==> src/rtl/core/ptg_ram.sv <==
// Generic single-port-write, single-port-read RAM with a registered read.
// Holds the weight table. Depends on nothing.
module ptg_ram #(
    parameter int WIDTH = 8,
    parameter int DEPTH = 256
) (
    input  logic                     clk,
    input  logic                     we,
    input  logic [$clog2(DEPTH)-1:0] waddr,
    input  logic [WIDTH-1:0]         wdata,
    input  logic [$clog2(DEPTH)-1:0] raddr,
    output logic [WIDTH-1:0]         rdata
);

    logic [WIDTH-1:0] mem [DEPTH];

    always_ff @(posedge clk)
    begin
        if (we)
        begin
            mem[waddr] <= wdata;
        end
        rdata <= mem[raddr];
    end

endmodule

==> config.mk <==
export PLATFORM = sky130hd
export DESIGN_NAME = ptg_ram
export DESIGN_NICKNAME = d
export VERILOG_FILES = /design/src/rtl/core/ptg_ram.sv
export SDC_FILE = /design/constraint.sdc
export NUM_CORES = 2
export LEC_CHECK = 0
export BUFFER_PORTS_ARGS = -buffer_cell sky130_fd_sc_hd__buf_4
export CAP_MARGIN = 20
export CORE_ASPECT_RATIO = 1.4
export CORE_MARGIN = 2
export CORE_UTILIZATION = 63
export CTS_CLUSTER_SIZE = 14
export DETAILED_ROUTE_END_ITERATION = 16
export PLACE_DENSITY = 0.79
export SYNTH_ARGS = -nofsm -noshare
export SYNTH_HDL_FRONTEND = slang
export SYNTH_SLANG_ARGS = --single-unit
==> constraint.sdc <==
create_clock -name clk -period 2.7 [get_ports clk]
set_input_delay 0.27 -clock clk [delete_from_list [all_inputs] [get_ports clk]]
set_output_delay 0.27 -clock clk [all_outputs]
set_load 0.005 [all_outputs]
## Word level (Yosys, flattened, before mapping)

Memory sizes are Yosys's and may differ from the RTL's. A register that Yosys moved wholly into a read port is not among the register bits.
Index checks and enable logic that the tools add are counted.

| operators by class | value |
|---|---|
| multiplexer cells | 2 |

Operator list:

| cell | count |
|---|---|
| $mux W1 | 2 |

| word-level totals | value |
|---|---|
| flip-flop bits (word level) | 0 |
| bits in writable memories | 2,048 |
| input port bits | 26 |
| output and inout port bits | 8 |
| logic and storage cells | 3 |
| memories | 1 |

Memories:

| memory | depth | bits a word | rd ports | clocked after memory_dff | wr ports | RTL line | text |
|---|---|---|---|---|---|---|---|
| mem | 256 | 8 | 1 | 1 | 1 | 15 | `logic [WIDTH-1:0] mem [DEPTH];` |

## Longest topological paths before layout

| logic depth | value |
|---|---|
| word-level depth | 2 |
| mapped depth | 11 |

## Worst setup path after synthesis

OpenSTA, ideal clock, no wires.

| path | value |
|---|---|
| kind | input to register |
| start | in raddr[0] |
| end | reg rdata[2], read port of mem |
| arrival | 2,077 ps |
| setup slack | 492 ps |
| stages | 9 |
| path through | buf_6 buf_12 buf_8 buf_2 mux4_2 a22oi_1 a21oi_1 nor4_1 nor4_2 |

RTL lines:

| what | RTL line | text |
|---|---|---|
| from (decl) | 11 | `input logic [$clog2(DEPTH)-1:0] raddr,` |
| to (decl) | 12 | `output logic [WIDTH-1:0] rdata` |

==> metrics <==
status finished clean; Slew @ Worst Pin 1.064 ns; critical path launch point mem[42][7]$_DFFE_PP_; Peak VDD IR 0.7500 mV; pin count of the biggest net entering global routing 120; row count 154; Final Util about three quarters; Mapped Cells 3733; Yosys Warn Count 0; post-DR vias/cell 6.895; sequential share of power 56.2%; min-delay src wdata[6]; number of antenna-violating nets in the routed design 0; RR Startpoint mem[42][7]$_DFFE_PP_; Distinct cells, synth between 50 and 60; Die Area 129200 sq um; starting density of the core 63.33%; Post-Syn Area 79560 sq um; Max Freq 0.3836 GHz; global-route usage over all layers 32.13%; Worst Setup Path Type register to register; Die Height 424.5 um; Power Internal 0.04945 W; Yosys top cell area share 77.30%; global placement routability congestion 0.9633; final setup violation count 0; sw power 0.01318 W; largest cells by area after synthesis edfxtp_1, mux4_2, mux2i_1; register area share after synthesis 77.50%; CP Launch Type register; Clock transition at path regs 0.06 ns; number of port buffers 33; power per cell area 682.8 nW/um^2; via count 42360; CTS Buffer Depth 3; Post-Route WL 203700 um; Synth Flop Type edfxtp_1; first-pass GRT wire length around 300000 um; DRT iter0 DRCs 6289; Slew Limit Fails 0; CTS tree yes; area delta synth->final 15.31%; Max Cap Viol 0; hold_ws 0.05218 ns; Static Leak slightly below 30 nW; Crit path max-delay family simple AND/OR/NAND/NOR gates; Switching Fraction roughly a fifth; setup bufs post-CTS 0; fin crit period ~2.6 ns; drt wl/cell 33.15 um; nets 4400; core area 125600 sq um; Worst slew margin 27.24%; worst clock skew 0.03203 ns; crit path DAT 3.29 ns; Yosys top cell by area edfxtp_1; slowest CP cell nor4_1; DP Worst Slack -0.5926 ns; TritonCTS Sinks 2056; Remaining Overflow, GRT 0; flop-to-flop setup slack 0.09 ns; worst min path class primary input to register; IO Count 34; post-route clock period utilization 96.55%; DIE WIDTH 304.3 um; Comb power frac 5.9%; RSZ-0062 raised after global routing no; CTS H-tree lvls 4; FF-to-FF End rdata[7]$_DFF_P_; asr flop ratio synth 0%; worst reg-to-reg path cell count 6; Mean Syn Cell Area 21.31 sq um; CP Cell Sequence mux4_2, a22oi_1, a21oi_1, nor4_1, buf_4, nor4_1; fraction of layout cells with a size suffix above 1 30.73%; syn_nets 3759; endpoint class of the critical path register; DRT Pass-1 Iters 8; Worst-Skew Late Latency 0.82 ns; vias in the first global route between 40000 and 50000; CP required 3.38 ns; Final WS setup about 0.093 ns; clock root buffer clkbuf_16; Final Hold Viols 0; crit-path max cell delay 0.75 ns; CP Buf/Inv Count 1; Yosys reg bits between 2000 and 2500; DRC Markers 0; Clock power frac around 38%; most frequent CP cell nor4_1; antenna violations before repair 5; crit-path max FO 1; Hold Path Stages 1; Num CTS Buffers 176; Worst Hold Path EP mem[127][6]$_DFFE_PP_; HPWL Detailed 131000 um; Post-synth EDFFs just over 2000
[registers in the layout, indices dropped and copies added, names as in the netlist]
register,cells
mem,2048
rdata,8
[area by class of cell]
type                       count  area, sq um
antenna                        5        12.51
inverter                       2        7.507
clock inverter                56        440.4
clock buffer                 248         4820
timing repair buffer         696         6248
multi-input combinational   1442        16500
tap                         1638         2049
sequential                  2056        61660
fill                        6601        33900
[worst max-delay path by stage]
stage / end / depth (start not counted)
floorplan: rdata[2]$_DFF_P_ / 9
global placement: rdata[0]$_DFF_P_ / 12
detailed placement: rdata[0]$_DFF_P_ / 9
CTS: rdata[3]$_DFF_P_ / 8
global route: rdata[0]$_DFF_P_ / 8
finish: rdata[7]$_DFF_P_ / 6
[power by group through the flow]
stage	Combinational (W)	Sequential [W]	Clock [W]
floorplan	0.00171	0.0359	0
detailed placement	0.00358	0.0359	0
global placement	0.00349	0.0359	0
finish	0.00367	0.0352	0.0237
global route	0.00381	0.0352	0.0251
CTS	0.00363	0.0352	0.0239
[metal layers]
metal	track usage, %	wire length [um]
met5	0	37
met1	39.94	64950
met3	6.225	22170
met2	53.97	103200
met4	17.75	13320
[synth_stat cells, types with 2 or more instances]
library cell,n
nand4_1,10
or2_2,4
nor3_1,22
a31oi_1,2
o211ai_1,10
o21ai_1,2
a21oi_1,96
a311oi_1,2
buf_8,13
o21ai_0,10
o221ai_1,46
edfxtp_1,2048
mux4_2,454
o32ai_1,4
buf_2,31
nor2b_1,31
buf_4,27
o22ai_1,28
and2_1,6
nor2_1,282
nand2_1,33
nor4_2,3
and3b_1,2
nand3_1,34
dfxtp_1,8
mux4_1,2
a2111oi_0,2
buf_12,8
nand2b_1,8
a22oi_1,133
buf_6,21
nor4_1,24
a22o_1,8
nand3b_1,2
o22a_1,5
mux2i_1,134
a211oi_1,16
buf_1,22
clkbuf_1,111
a2111oi_1,2
a221oi_1,13
[placed cells by master (no fill, tap or decap), types with 10 or more instances in the layout]
cell type,Yosys,layout
edfxtp_1,2048,2048
buf_4,27,607
mux4_2,454,454
nor2_1,282,279
clkbuf_16,0,180
mux2i_1,134,134
a22oi_1,133,133
a21oi_1,96,96
buf_12,8,76
clkbuf_1,111,62
o221ai_1,46,46
nand3_1,34,34
nand2_1,33,33
clkinv_1,1,28
o22ai_1,28,28
nor2b_1,31,28
nor4_1,24,23
nor3_1,22,21
a211oi_1,16,16
clkbuf_8,0,14
a221oi_1,13,13
clkinv_2,0,13
nand4_1,10,10
o211ai_1,10,10
o21ai_0,10,10
[metrics by stage]
step,power [W],cell area (sq um),TNS (ns),cells
6_report,0.06263,91730,0,6143
5_1_grt,0.06408,91720,0,6138
4_1_cts,0.06277,91720,0,6138
3_5_place_dp,0.03949,86420,-3.198,5831
3_3_place_gp,0.03938,86420,-2.972,5831
2_1_floorplan,0.03760,79560,0,3733
[repair_timing]
action,in CTS,in global routing
resized for setup,2,0
hold buffers,3,0
hold endpoints to repair,124,0
setup endpoints to repair,2,0
[cell families after synthesis]
group | Yosys count | share of synthesized area [%]
AOI/OAI and AO/OA | 385 | 3.419
buffers and inverters | 235 | 1.831
DFF | 2056 | 77.50
muxes | 591 | 14.62
and+or+nand+nor | 466 | 2.628
[worst register-to-register path, stage by stage, from the launching register on]
cell	delay, ns
edfxtp_1	0.37
mux4_2	0.46
a22oi_1	0.40
a21oi_1	0.14
nor4_1	0.75
buf_4	0.28
nor4_1	0.08
Power figures use the tool's default switching activity.
