[src/rtl/core/ptg_pkg.sv]
// Shared constants, types and helper functions of the probabilistic table gate.
// Used by the channel interfaces and by every module of the block but ptg_ram.
// Depends on nothing.
package ptg_pkg;

    localparam int MAX_IN_BITS  = 4;
    localparam int MAX_OUT_BITS = 4;
    localparam int ROWS         = 1 << MAX_IN_BITS;
    localparam int COLS         = 1 << MAX_OUT_BITS;
    localparam int ADDR_W       = MAX_IN_BITS + MAX_OUT_BITS;
    localparam int ENTRIES      = ROWS * COLS;
    localparam int WEIGHT_W     = 8;
    localparam int SUM_W        = WEIGHT_W + MAX_OUT_BITS;
    localparam int WIDTH_REG_W  = 3;
    localparam int RND_W        = 31;
    localparam int CNT_W        = $clog2(RND_W);
    localparam int CFG_IDX_W    = 1;

    localparam logic CMD_EVAL  = 1'b0;
    localparam logic CMD_WRITE = 1'b1;

    localparam logic [CFG_IDX_W-1:0] REG_IN_WIDTH  = 1'd0;
    localparam logic [CFG_IDX_W-1:0] REG_OUT_WIDTH = 1'd1;

    // Operands and result of the shared subtractor.
    typedef struct packed {
        logic [SUM_W:0]   a;
        logic [SUM_W-1:0] b;
    } sub_req_t;

    typedef struct packed {
        logic [SUM_W:0] diff;
        logic           borrow;
    } sub_rsp_t;

    // A width of zero acts as one, and widths above the maximum saturate.
    function automatic logic [MAX_IN_BITS-1:0] in_mask(input logic [WIDTH_REG_W-1:0] w);
        logic [MAX_IN_BITS-1:0] m;
        m = '0;
        for (int i = 0; i < MAX_IN_BITS; i++)
        begin
            if ((i == 0) || (i < int'(w)))
            begin
                m[i] = 1'b1;
            end
        end
        return m;
    endfunction

    function automatic logic [MAX_OUT_BITS-1:0] out_mask(input logic [WIDTH_REG_W-1:0] w);
        logic [MAX_OUT_BITS-1:0] m;
        m = '0;
        for (int i = 0; i < MAX_OUT_BITS; i++)
        begin
            if ((i == 0) || (i < int'(w)))
            begin
                m[i] = 1'b1;
            end
        end
        return m;
    endfunction

endpackage

[src/rtl/core/ptg_sub.sv]
// Shared subtract-and-compare unit, used for the remainder steps and the
// row walk. Depends on ptg_pkg.
module ptg_sub import ptg_pkg::*; (
    input  sub_req_t req,
    output sub_rsp_t rsp
);

    always_comb
    begin
        {rsp.borrow, rsp.diff} = {1'b0, req.a} - {2'b00, req.b};
    end

endmodule

[config.mk]
export PLATFORM = sky130hd
export DESIGN_NAME = ptg_sub
export DESIGN_NICKNAME = d
export VERILOG_FILES = /design/src/rtl/core/ptg_pkg.sv /design/src/rtl/core/ptg_sub.sv
export SDC_FILE = /design/constraint.sdc
export NUM_CORES = 1
export LEC_CHECK = 0
export ABC_CLOCK_PERIOD_IN_PS = 1500
export BUFFER_PORTS_ARGS = -buffer_cell sky130_fd_sc_hd__buf_4
export CAP_MARGIN = 0
export CORE_MARGIN = 4
export CORE_UTILIZATION = 25
export DETAILED_ROUTE_END_ITERATION = 7
export PLACE_DENSITY = 0.51
export SYNTH_ARGS = -nofsm -noshare
export SYNTH_HDL_FRONTEND = slang
export SYNTH_SLANG_ARGS = --single-unit
export TNS_END_PERCENT = 5
[constraint.sdc]
create_clock -name vclk -period 1.5
set_clock_uncertainty 0.05 [all_clocks]
set_input_delay 0.075 -clock vclk [all_inputs]
set_output_delay 0.075 -clock vclk [all_outputs]
set_load 0.01 [all_outputs]
* Word-level counts from Yosys, hierarchy flattened *
Index checks and enable logic that the tools add are counted.

storage, ports and cells
  flip-flop bits (word level) = 0
  input bits = 25
  output and inout bits = 14
  word-level logic and storage cells = 1

cells by class
  add/subtract/negate cells = 1

operator list
  kind                          number
  subtractor 13 x 12 -> 14 bit  1

* Logic depth before layout (Yosys ltp) *
Gate-level depths: netlist of run 1.

  depth in word-level cells = 1
  mapped depth = 9

* Least setup slack after synthesis of run 1 *
Ideal clock, no wire load.

  path kind = input to output
  start = input port req[12] (netlist name)
  end = output port rsp[11] (netlist name)
  data arrival time = 1,601 ps
  data required time = 1,375 ps
  slack = -226 ps
  stages on the path = 9
  path buffers = 0
  cell sequence = inv_1 ha_1 inv_1 fa_1 a21oi_1 o21ai_0 or2_1 a41oi_2 xnor2_1

RTL lines
  item                line          RTL
  start: declaration  ptg_sub.sv:4  input sub_req_t req,
  end: declaration    ptg_sub.sv:5  output sub_rsp_t rsp

==> metrics.txt, run 1 <==
Finished Layout Cells=180; vias in the first global route=808; chip width=57.8 um; DP Cell Count=179; DIE AREA=0.00334 mm^2; Req. time, crit path=1.37 ns; number of hold buffers added after CTS=0; Congestion Overflow GR=0; count of cell types in the netlist=30; Max Fclk=0.534 GHz; failing checks=setup timing; Worst VDD drop=242 uV; vias=836; Core Rows=17; critical path capture point type=output pin; drt via density=4.64; max cap viols=0; Tot Pwr=609 uW; Mapped Nets=124; cell count after synthesis=86; worst min path class=input pin to output pin; Worst setup SP type=input pin; chip height=57.8 um; Hold Vio Cnt, Final=0; Worst Slack Setup Final=-0.374 ns; mapped cell area=619 um^2; drt pass-1 iters=6; routed len/inst=11.4 um; Worst EP arrival=1.75 ns; WL final=2.05 mm; Power Dens Cells=484 mW/mm^2; Setup CP Type=input pin to output pin; FF/Latch Area=0 um^2; initial antenna violation count=0; clock buf count=0; post-route design area=0.00126 mm^2; first-pass GRT wire length=3.20 mm; outcome=finished, violations left; Pins Over Slew Limit=0; largest net degree at the start of global routing=6; setup TNS=-1.74 ns; Layout Nets=192; commonest non-fill, non-tap cells in the layout=65 x buf_4, 12 x inv_1, 10 x ha_1; unrepaired setup endpoints after global routing=yes; num sequential=0; layout cells sized above 1=0.579; Synth-to-Final Area Change=103%; n_diodes=0; crit-path max FO=3; gp weighted congestion=0.757; register area share after synthesis=0; DP Wirelength=1.73 mm; io pins=39; DRC Markers=0; slew margin rel.=0.836; final setup vio count=8; Synthesis Warnings=0; antenna-violating nets left=0; commonest non-fill, non-tap cell in the layout=buf_4; Core ar.=0.00228 mm^2; Buffers on Ports=39; Worst Tran Pin Value=0.244 ns; Placed Area=0.00117 mm^2; Starting Density=0.272; Tot GR Track Use=0.111; fillers=224; Syn Area/Cell=7.20 um^2; period utilization=1.25; DRT iter0 DRCs=6; Static Leak=0.667 nW; post-layout minimum cycle time=1.87 ns
## where the power goes
part / leakage [nW] / switching, mW / internal (mW)
clock: 0 / 0 / 0
combinational: 0.667 / 0.259 / 0.349
sequential: 0 / 0 / 0
## metrics by stage
step | utilization | setup slack, ns | hold WS, ns
final | 0.553 | -0.374 | 0.389
after global routing | 0.553 | -0.475 | 0.394
after CTS | 0.517 | -0.359 | 0.389
after detailed placement | 0.513 | -0.366 | 0.388
after global placement | 0.513 | -0.325 | 0.386
after floorplan | - | -0.0694 | 0.129
## worst max-delay path: stages
cell	delay, ns
buf_6	0.10
inv_4	0.05
ha_4	0.12
inv_2	0.04
fa_2	0.36
a21oi_2	0.19
o21ai_2	0.09
or2_1	0.25
a41oi_2	0.22
xnor2_2	0.13
buf_4	0.13
## metal layers
metal,up-vias,part of all wire,track usage
met4,0,0.014,0.0132
met3,2,0.054,0.00668
met2,25,0.52,0.208
met1,378,0.42,0.141
li1,431,-,-
met5,-,0,0
## area by class of cell
type	instances	area [um^2]	share of cell area
Tap cell	28	35.0	0.0278
Timing Repair Buffer	66	499	0.397
Inverter	15	58.8	0.0467
Multi-Input combinational cell	71	666	0.529
## path summary, 6_finish.rpt
path	startpoint	end	slack, ns	depth (start not counted)
setup / recovery	req[12]	rsp[11]	-0.37	11
hold / removal	req[24]	rsp[0]	0.39	3
## cells by family after synthesis
| family | count (synthesis) | share of synthesized area |
|---|---|---|
| mux | 3 | 0.0505 |
| fa+ha+maj | 13 | 0.275 |
| compound gates | 23 | 0.259 |
| simple gates | 23 | 0.198 |
| buf+inv | 15 | 0.0909 |
| xor+xnor | 9 | 0.127 |
## cells in the mapped netlist (all sizes together) (2+ instances only)
cell type / instances / area (um^2)
and3: 2 / 12.5
o211ai: 2 / 15.0
nor2b: 2 / 12.5
o21ai: 3 / 15.0
inv: 15 / 56.3
or2: 2 / 12.5
xor2: 4 / 35.0
and2: 2 / 12.5
xnor2: 5 / 43.8
a21oi: 10 / 50.1
nand2: 5 / 18.8
nor2: 4 / 15.0
ha: 12 / 150
mux2i: 2 / 20.0
## repair_timing
item,4_1_cts,5_1_grt
gates resized for setup,3,21
setup endpoints to repair,9,10
buffers inserted,0,1
gates cloned,0,0
pin swaps,3,12
No activity file was read; power rests on OpenSTA's default activity.
==> inputs of run 2 (changes only) <==
Settings changed: ABC_CLOCK_PERIOD_IN_PS 1500 to 1600, CORE_ASPECT_RATIO set to 1.1.
Clock period 1.5 ns to 1.6 ns, I/O delays scaled along.
==> run 2 against run 1 <==
Against the previous run:
- clock-buffer cell count unchanged
- first-iteration DRC count rose by 67%
- worst hold slack better by 0.010 ns
- wire length fell by 8.2%
- global-route usage decreased by 0.36 points
- flip-flop and latch count did not move
- largest power group unchanged
- die area barely moved
- the flow still finishes with violations (setup timing)
- total power down 12%
- critical endpoint unchanged
==> metrics.txt, run 2 (synthesis gave the netlist of run 1 again) <==
chip height=60.2 um (+4.2%); slowest cell delay on critical path=0.36 ns (about the same); drt pass-1 iters=4 (-2); vias in the first global route=734 (-9.2%); CP max stage cell=fa_2; number of hold buffers added after CTS=0 (unchanged); period utilization=1.20; slew margin rel.=0.803 (-0.0333); Placed Area=0.00112 mm^2 (-4.1%); initial antenna violation count=0 (unchanged); worst hold start=req[24]; Synth-to-Final Area Change=94.1%; layout cells sized above 1=0.530 (-0.0487); Tot GR Track Use=0.107 (-0.00364); worst path cell trace=buf_6 > inv_4 > ha_4 > inv_2 > fa_2 > a21oi_2 > o21ai_2 > or2_1 > a41oi_2 > xnor2_2 > buf_4; pre-CTS setup slack=-0.349 ns (+0.0176 ns); gp weighted congestion=0.721 (-4.8%); post-layout minimum cycle time=1.92 ns; setup TNS=-1.34 ns (+0.400 ns); unrepaired setup endpoints after global routing=yes; Req. time, crit path=1.47 ns (+0.10 ns); DP Cell Count=176 (-1.7%); drt via density=4.51 (-2.9%); max cap viols=0 (unchanged); commonest non-fill, non-tap cell in the layout=buf_4; Power Dens Cells=447 mW/mm^2 (-7.6%); post-route design area=0.00120 mm^2 (-4.5%); Static Leak=0.648 nW (-3.0%); Finished Layout Cells=179 (-0.56%); largest net degree at the start of global routing=7 (+1); DRT iter0 DRCs=10 (+4); io pins=39 (unchanged); crit-path max FO=3 (unchanged); clock buf count=0 (unchanged); Max Fclk=0.522 GHz; Worst setup SP type=input pin; Congestion Overflow GR=0 (unchanged); Setup CP Type=input pin to output pin; num sequential=0 (unchanged); Hold Path Sink=rsp[0]; Hold Vio Cnt, Final=0 (unchanged); Hold Crit Depth=3 (unchanged); routed len/inst=10.5 um (-7.6%); DP Wirelength=1.60 mm (-7.4%); FF/Latch Area=0 um^2 (unchanged); final setup vio count=7 (-1); first-pass GRT wire length=3.10 mm (-3.2%); chip width=55.5 um (-4.0%); commonest non-fill, non-tap cells in the layout=62 x buf_4, 13 x inv_1, 10 x ha_1; Core Util, Final=0.523 (-0.0296); Pins Over Slew Limit=0 (unchanged); critical path capture point type=output pin; DIE AREA=0.00334 mm^2 (about the same); vias=807 (-3.5%); Core Rows=18 (+1); n_diodes=0 (unchanged); antenna-violating nets left=0 (unchanged); Worst Tran Pin Value=0.295 ns (+0.0510 ns); worst hold slack=0.400 ns (+0.0104 ns); failing checks=setup timing; Starting Density=0.270 (-0.00252); outcome=finished, violations left; Worst EP arrival=1.79 ns (+0.04 ns); Worst Slack Setup Final=-0.316 ns (+0.0576 ns); WL final=1.88 mm (-8.2%); Buffers on Ports=39 (unchanged); DRC Markers=0 (unchanged); Core ar.=0.00230 mm^2 (+0.93%); fillers=239 (+6.7%); Tot Pwr=537 uW (-12%); worst min path class=input pin to output pin; Worst VDD drop=239 uV (-1.4%); Layout Nets=189 (-1.6%)
[run 2: how the worst max path moves through the flow]
stage                 start  slack, ns       to
finish              req[12]      -0.32  rsp[11]
detailed placement  req[12]      -0.35  rsp[11]
global route        req[12]      -0.40  rsp[11]
global placement    req[12]      -0.31  rsp[11]
floorplan            req[1]      -0.03   rsp[0]
CTS                 req[12]      -0.30  rsp[11]
[run 2: critical path, delay by kind of cell]
kind	cells	cell delay, ns
AO/OA/AOI/OAI	3	0.50
XOR/XNOR	1	0.14
buffers and inverters	4	0.31
adder cells (fa/ha/maj)	2	0.49
AND/OR/NAND/NOR	1	0.26
[run 2: layer usage]
metal	global-route usage	vias to the layer above	share of wire
li1	-	428	-
met1	0.139	345	0.43
met2	0.203	34	0.50
met3	0.0108	0	0.072
met4	0	0	0
met5	0	-	0
[run 2: area by class of cell]
cell class	count	area [um^2]	share of cell area
inverters	15	58.8	0.0489
multi-input cells	71	629	0.523
well taps	30	37.5	0.0312
repair buffers	63	477	0.396
[run 2: power by group]
group	total, mW	switching [mW]	internal, mW
clock	0	0	0
sequential	0	0	0
combinational	0.537	0.232	0.305
[run 2: repair_timing]
item | CTS | global route
pin swaps | 0 | 9
setup buffers | 0 | 3
hold endpoints to repair | 0 | 0
setup endpoints to repair | 9 | 10
resized for setup | 4 | 11
==> inputs of run 3 (changes only) <==
Settings changed: ABC_CLOCK_PERIOD_IN_PS 1600 to 1700.
Clock period 1.6 ns to 1.7 ns, I/O delays scaled along.
==> run 3 against run 2 <==
Against the previous run:
- the run still ends with setup timing left
- global-route usage rose by 0.086 points
- sequential share of layout area did not move
- first-iteration DRC count fell by 50%
- clock-buffer cell count did not move
- non-clock buffer count fell by 4
- total power fell by 2.5%
- combinational power fell by 2%
- cell area rose by 2.8%
- critical path depth rose by 1
- cell count fell by 2.2%
- via count fell by 3.0%
==> metrics.txt, run 3 (synthesis gave the netlist of run 1 again) <==
outcome=finished, violations left; failing checks=setup timing; Worst VDD drop=241 uV (+1.2%); number of hold buffers added after CTS=0 (unchanged); initial antenna violation count=0 (unchanged); Worst EP arrival=1.72 ns (-0.07 ns); chip height=60.2 um (unchanged); clock buf count=0 (unchanged); gp weighted congestion=0.768 (+6.5%); WL final=1.85 mm (-1.8%); Hold Crit Depth=3 (unchanged); GRT Max-Usage Layer=met2; commonest non-fill, non-tap cells in the layout=57 x buf_4, 12 x inv_1, 8 x ha_1; post-layout minimum cycle time=1.85 ns; Pins Over Slew Limit=0 (unchanged); Core ar.=0.00230 mm^2 (unchanged); drt pass-1 iters=3 (-1); Tot Pwr=524 uW (-2.5%); antenna-violating nets left=0 (unchanged); DRC Markers=0 (unchanged); GRT met2 Usage=0.209 (+0.00676); largest net degree at the start of global routing=7 (unchanged); Congestion Overflow GR=0 (unchanged); Layout Nets=185 (-2.1%); vias in the first global route=757 (+3.1%); critical path capture point type=output pin; Core Rows=18 (unchanged); period utilization=1.09; num sequential=0 (unchanged); n_diodes=0 (unchanged); Worst setup SP type=input pin; GRT met3 Usage=0.0216 (+0.0108); Buffers on Ports=39 (unchanged); worst hold start=req[24]; Max Fclk=0.540 GHz; DP Wirelength=1.55 mm (-3.2%); chip width=55.5 um (unchanged); unrepaired setup endpoints after global routing=yes; routed len/inst=10.6 um (+0.49%); GR met1 Demand/Resource=0.127 (-0.0128); DIE AREA=0.00334 mm^2 (unchanged); io pins=39 (unchanged); Req. time, crit path=1.56 ns (+0.09 ns); Power Dens Cells=424 mW/mm^2 (-5.2%); pre-CTS setup slack=-0.324 ns (+0.0243 ns); worst min path class=input pin to output pin; layout cells sized above 1=0.559 (+0.0284); commonest non-fill, non-tap cell in the layout=buf_4; final setup vio count=5 (-2); Static Leak=0.634 nW (-2.1%); Starting Density=0.270 (unchanged); first-pass GRT wire length=3.13 mm (+1.1%); Synth-to-Final Area Change=99.6%; crit-path max FO=2 (-1); drt via density=4.47 (-0.76%); vias=783 (-3.0%); Worst Slack Setup Final=-0.150 ns (+0.166 ns); Hold Path Sink=rsp[0]; Hold Vio Cnt, Final=0 (unchanged); slew margin rel.=0.815 (+0.0125); Setup CP Type=input pin to output pin; Worst Tran Pin Value=0.276 ns (-0.0188 ns); Tot GR Track Use=0.108 (+0.000862); max cap viols=0 (unchanged); DRT iter0 DRCs=5 (-5); FF/Latch Area=0 um^2 (unchanged)
run 3: critical path: stages:
cell	delay (ns)
buf_6	0.10
inv_4	0.04
ha_4	0.12
inv_2	0.04
fa_2	0.35
a21oi_2	0.18
o21ai_2	0.07
buf_4	0.13
o211ai_1	0.21
mux2i_1	0.20
nor2_1	0.05
buf_4	0.14
run 3: routing by layer:
layer / wire length (um) / share of wire
met1: 779 / 0.42
met2: 946 / 0.51
met3: 122 / 0.066
met4: 0 / 0
met5: 0 / 0
run 3: area by class of cell:
class                           instances  area, um^2
Multi-Input combinational cell         71         687
Inverter                               15        61.3
Timing Repair Buffer                   59         450
Fill cell                             233        1060
Tap cell                               30        37.5
run 3: worst max-delay path by stage:
stage                  from  endpoint  slack, ns  depth (start not counted)
finish              req[12]   rsp[13]      -0.15                         12
global placement    req[12]   rsp[11]      -0.28                         11
floorplan           req[12]   rsp[11]       0.02                          9
global route        req[12]   rsp[13]      -0.23                         12
detailed placement  req[12]   rsp[11]      -0.32                         11
CTS                 req[12]   rsp[11]      -0.20                         11
run 3: timing repair:
item | in CTS | in global routing
gates resized for setup | 13 | 17
setup buffers | 2 | 0
endpoints found under the setup margin | 8 | 9
pin swaps | 9 | 12
run 3: through the flow:
stage | util | cells | hold WS, ns | area (um^2) | setup TNS [ns]
after detailed placement | 0.475 | 173 | 0.406 | 1090 | -1.42
final | 0.538 | 175 | 0.412 | 1240 | -0.360
after global placement | 0.475 | 173 | 0.406 | 1090 | -1.36
after global routing | 0.538 | 175 | 0.430 | 1240 | -0.958
after CTS | 0.498 | 175 | 0.407 | 1140 | -0.949
after floorplan | - | 86 | 0.155 | 627 | 0
run 3: power breakdown:
| part | total, mW | internal, mW | leakage, nW | switching, mW |
|---|---|---|---|---|
| clock | 0 | 0 | 0 | 0 |
| sequential | 0 | 0 | 0 | 0 |
| combinational | 0.524 | 0.299 | 0.634 | 0.225 |
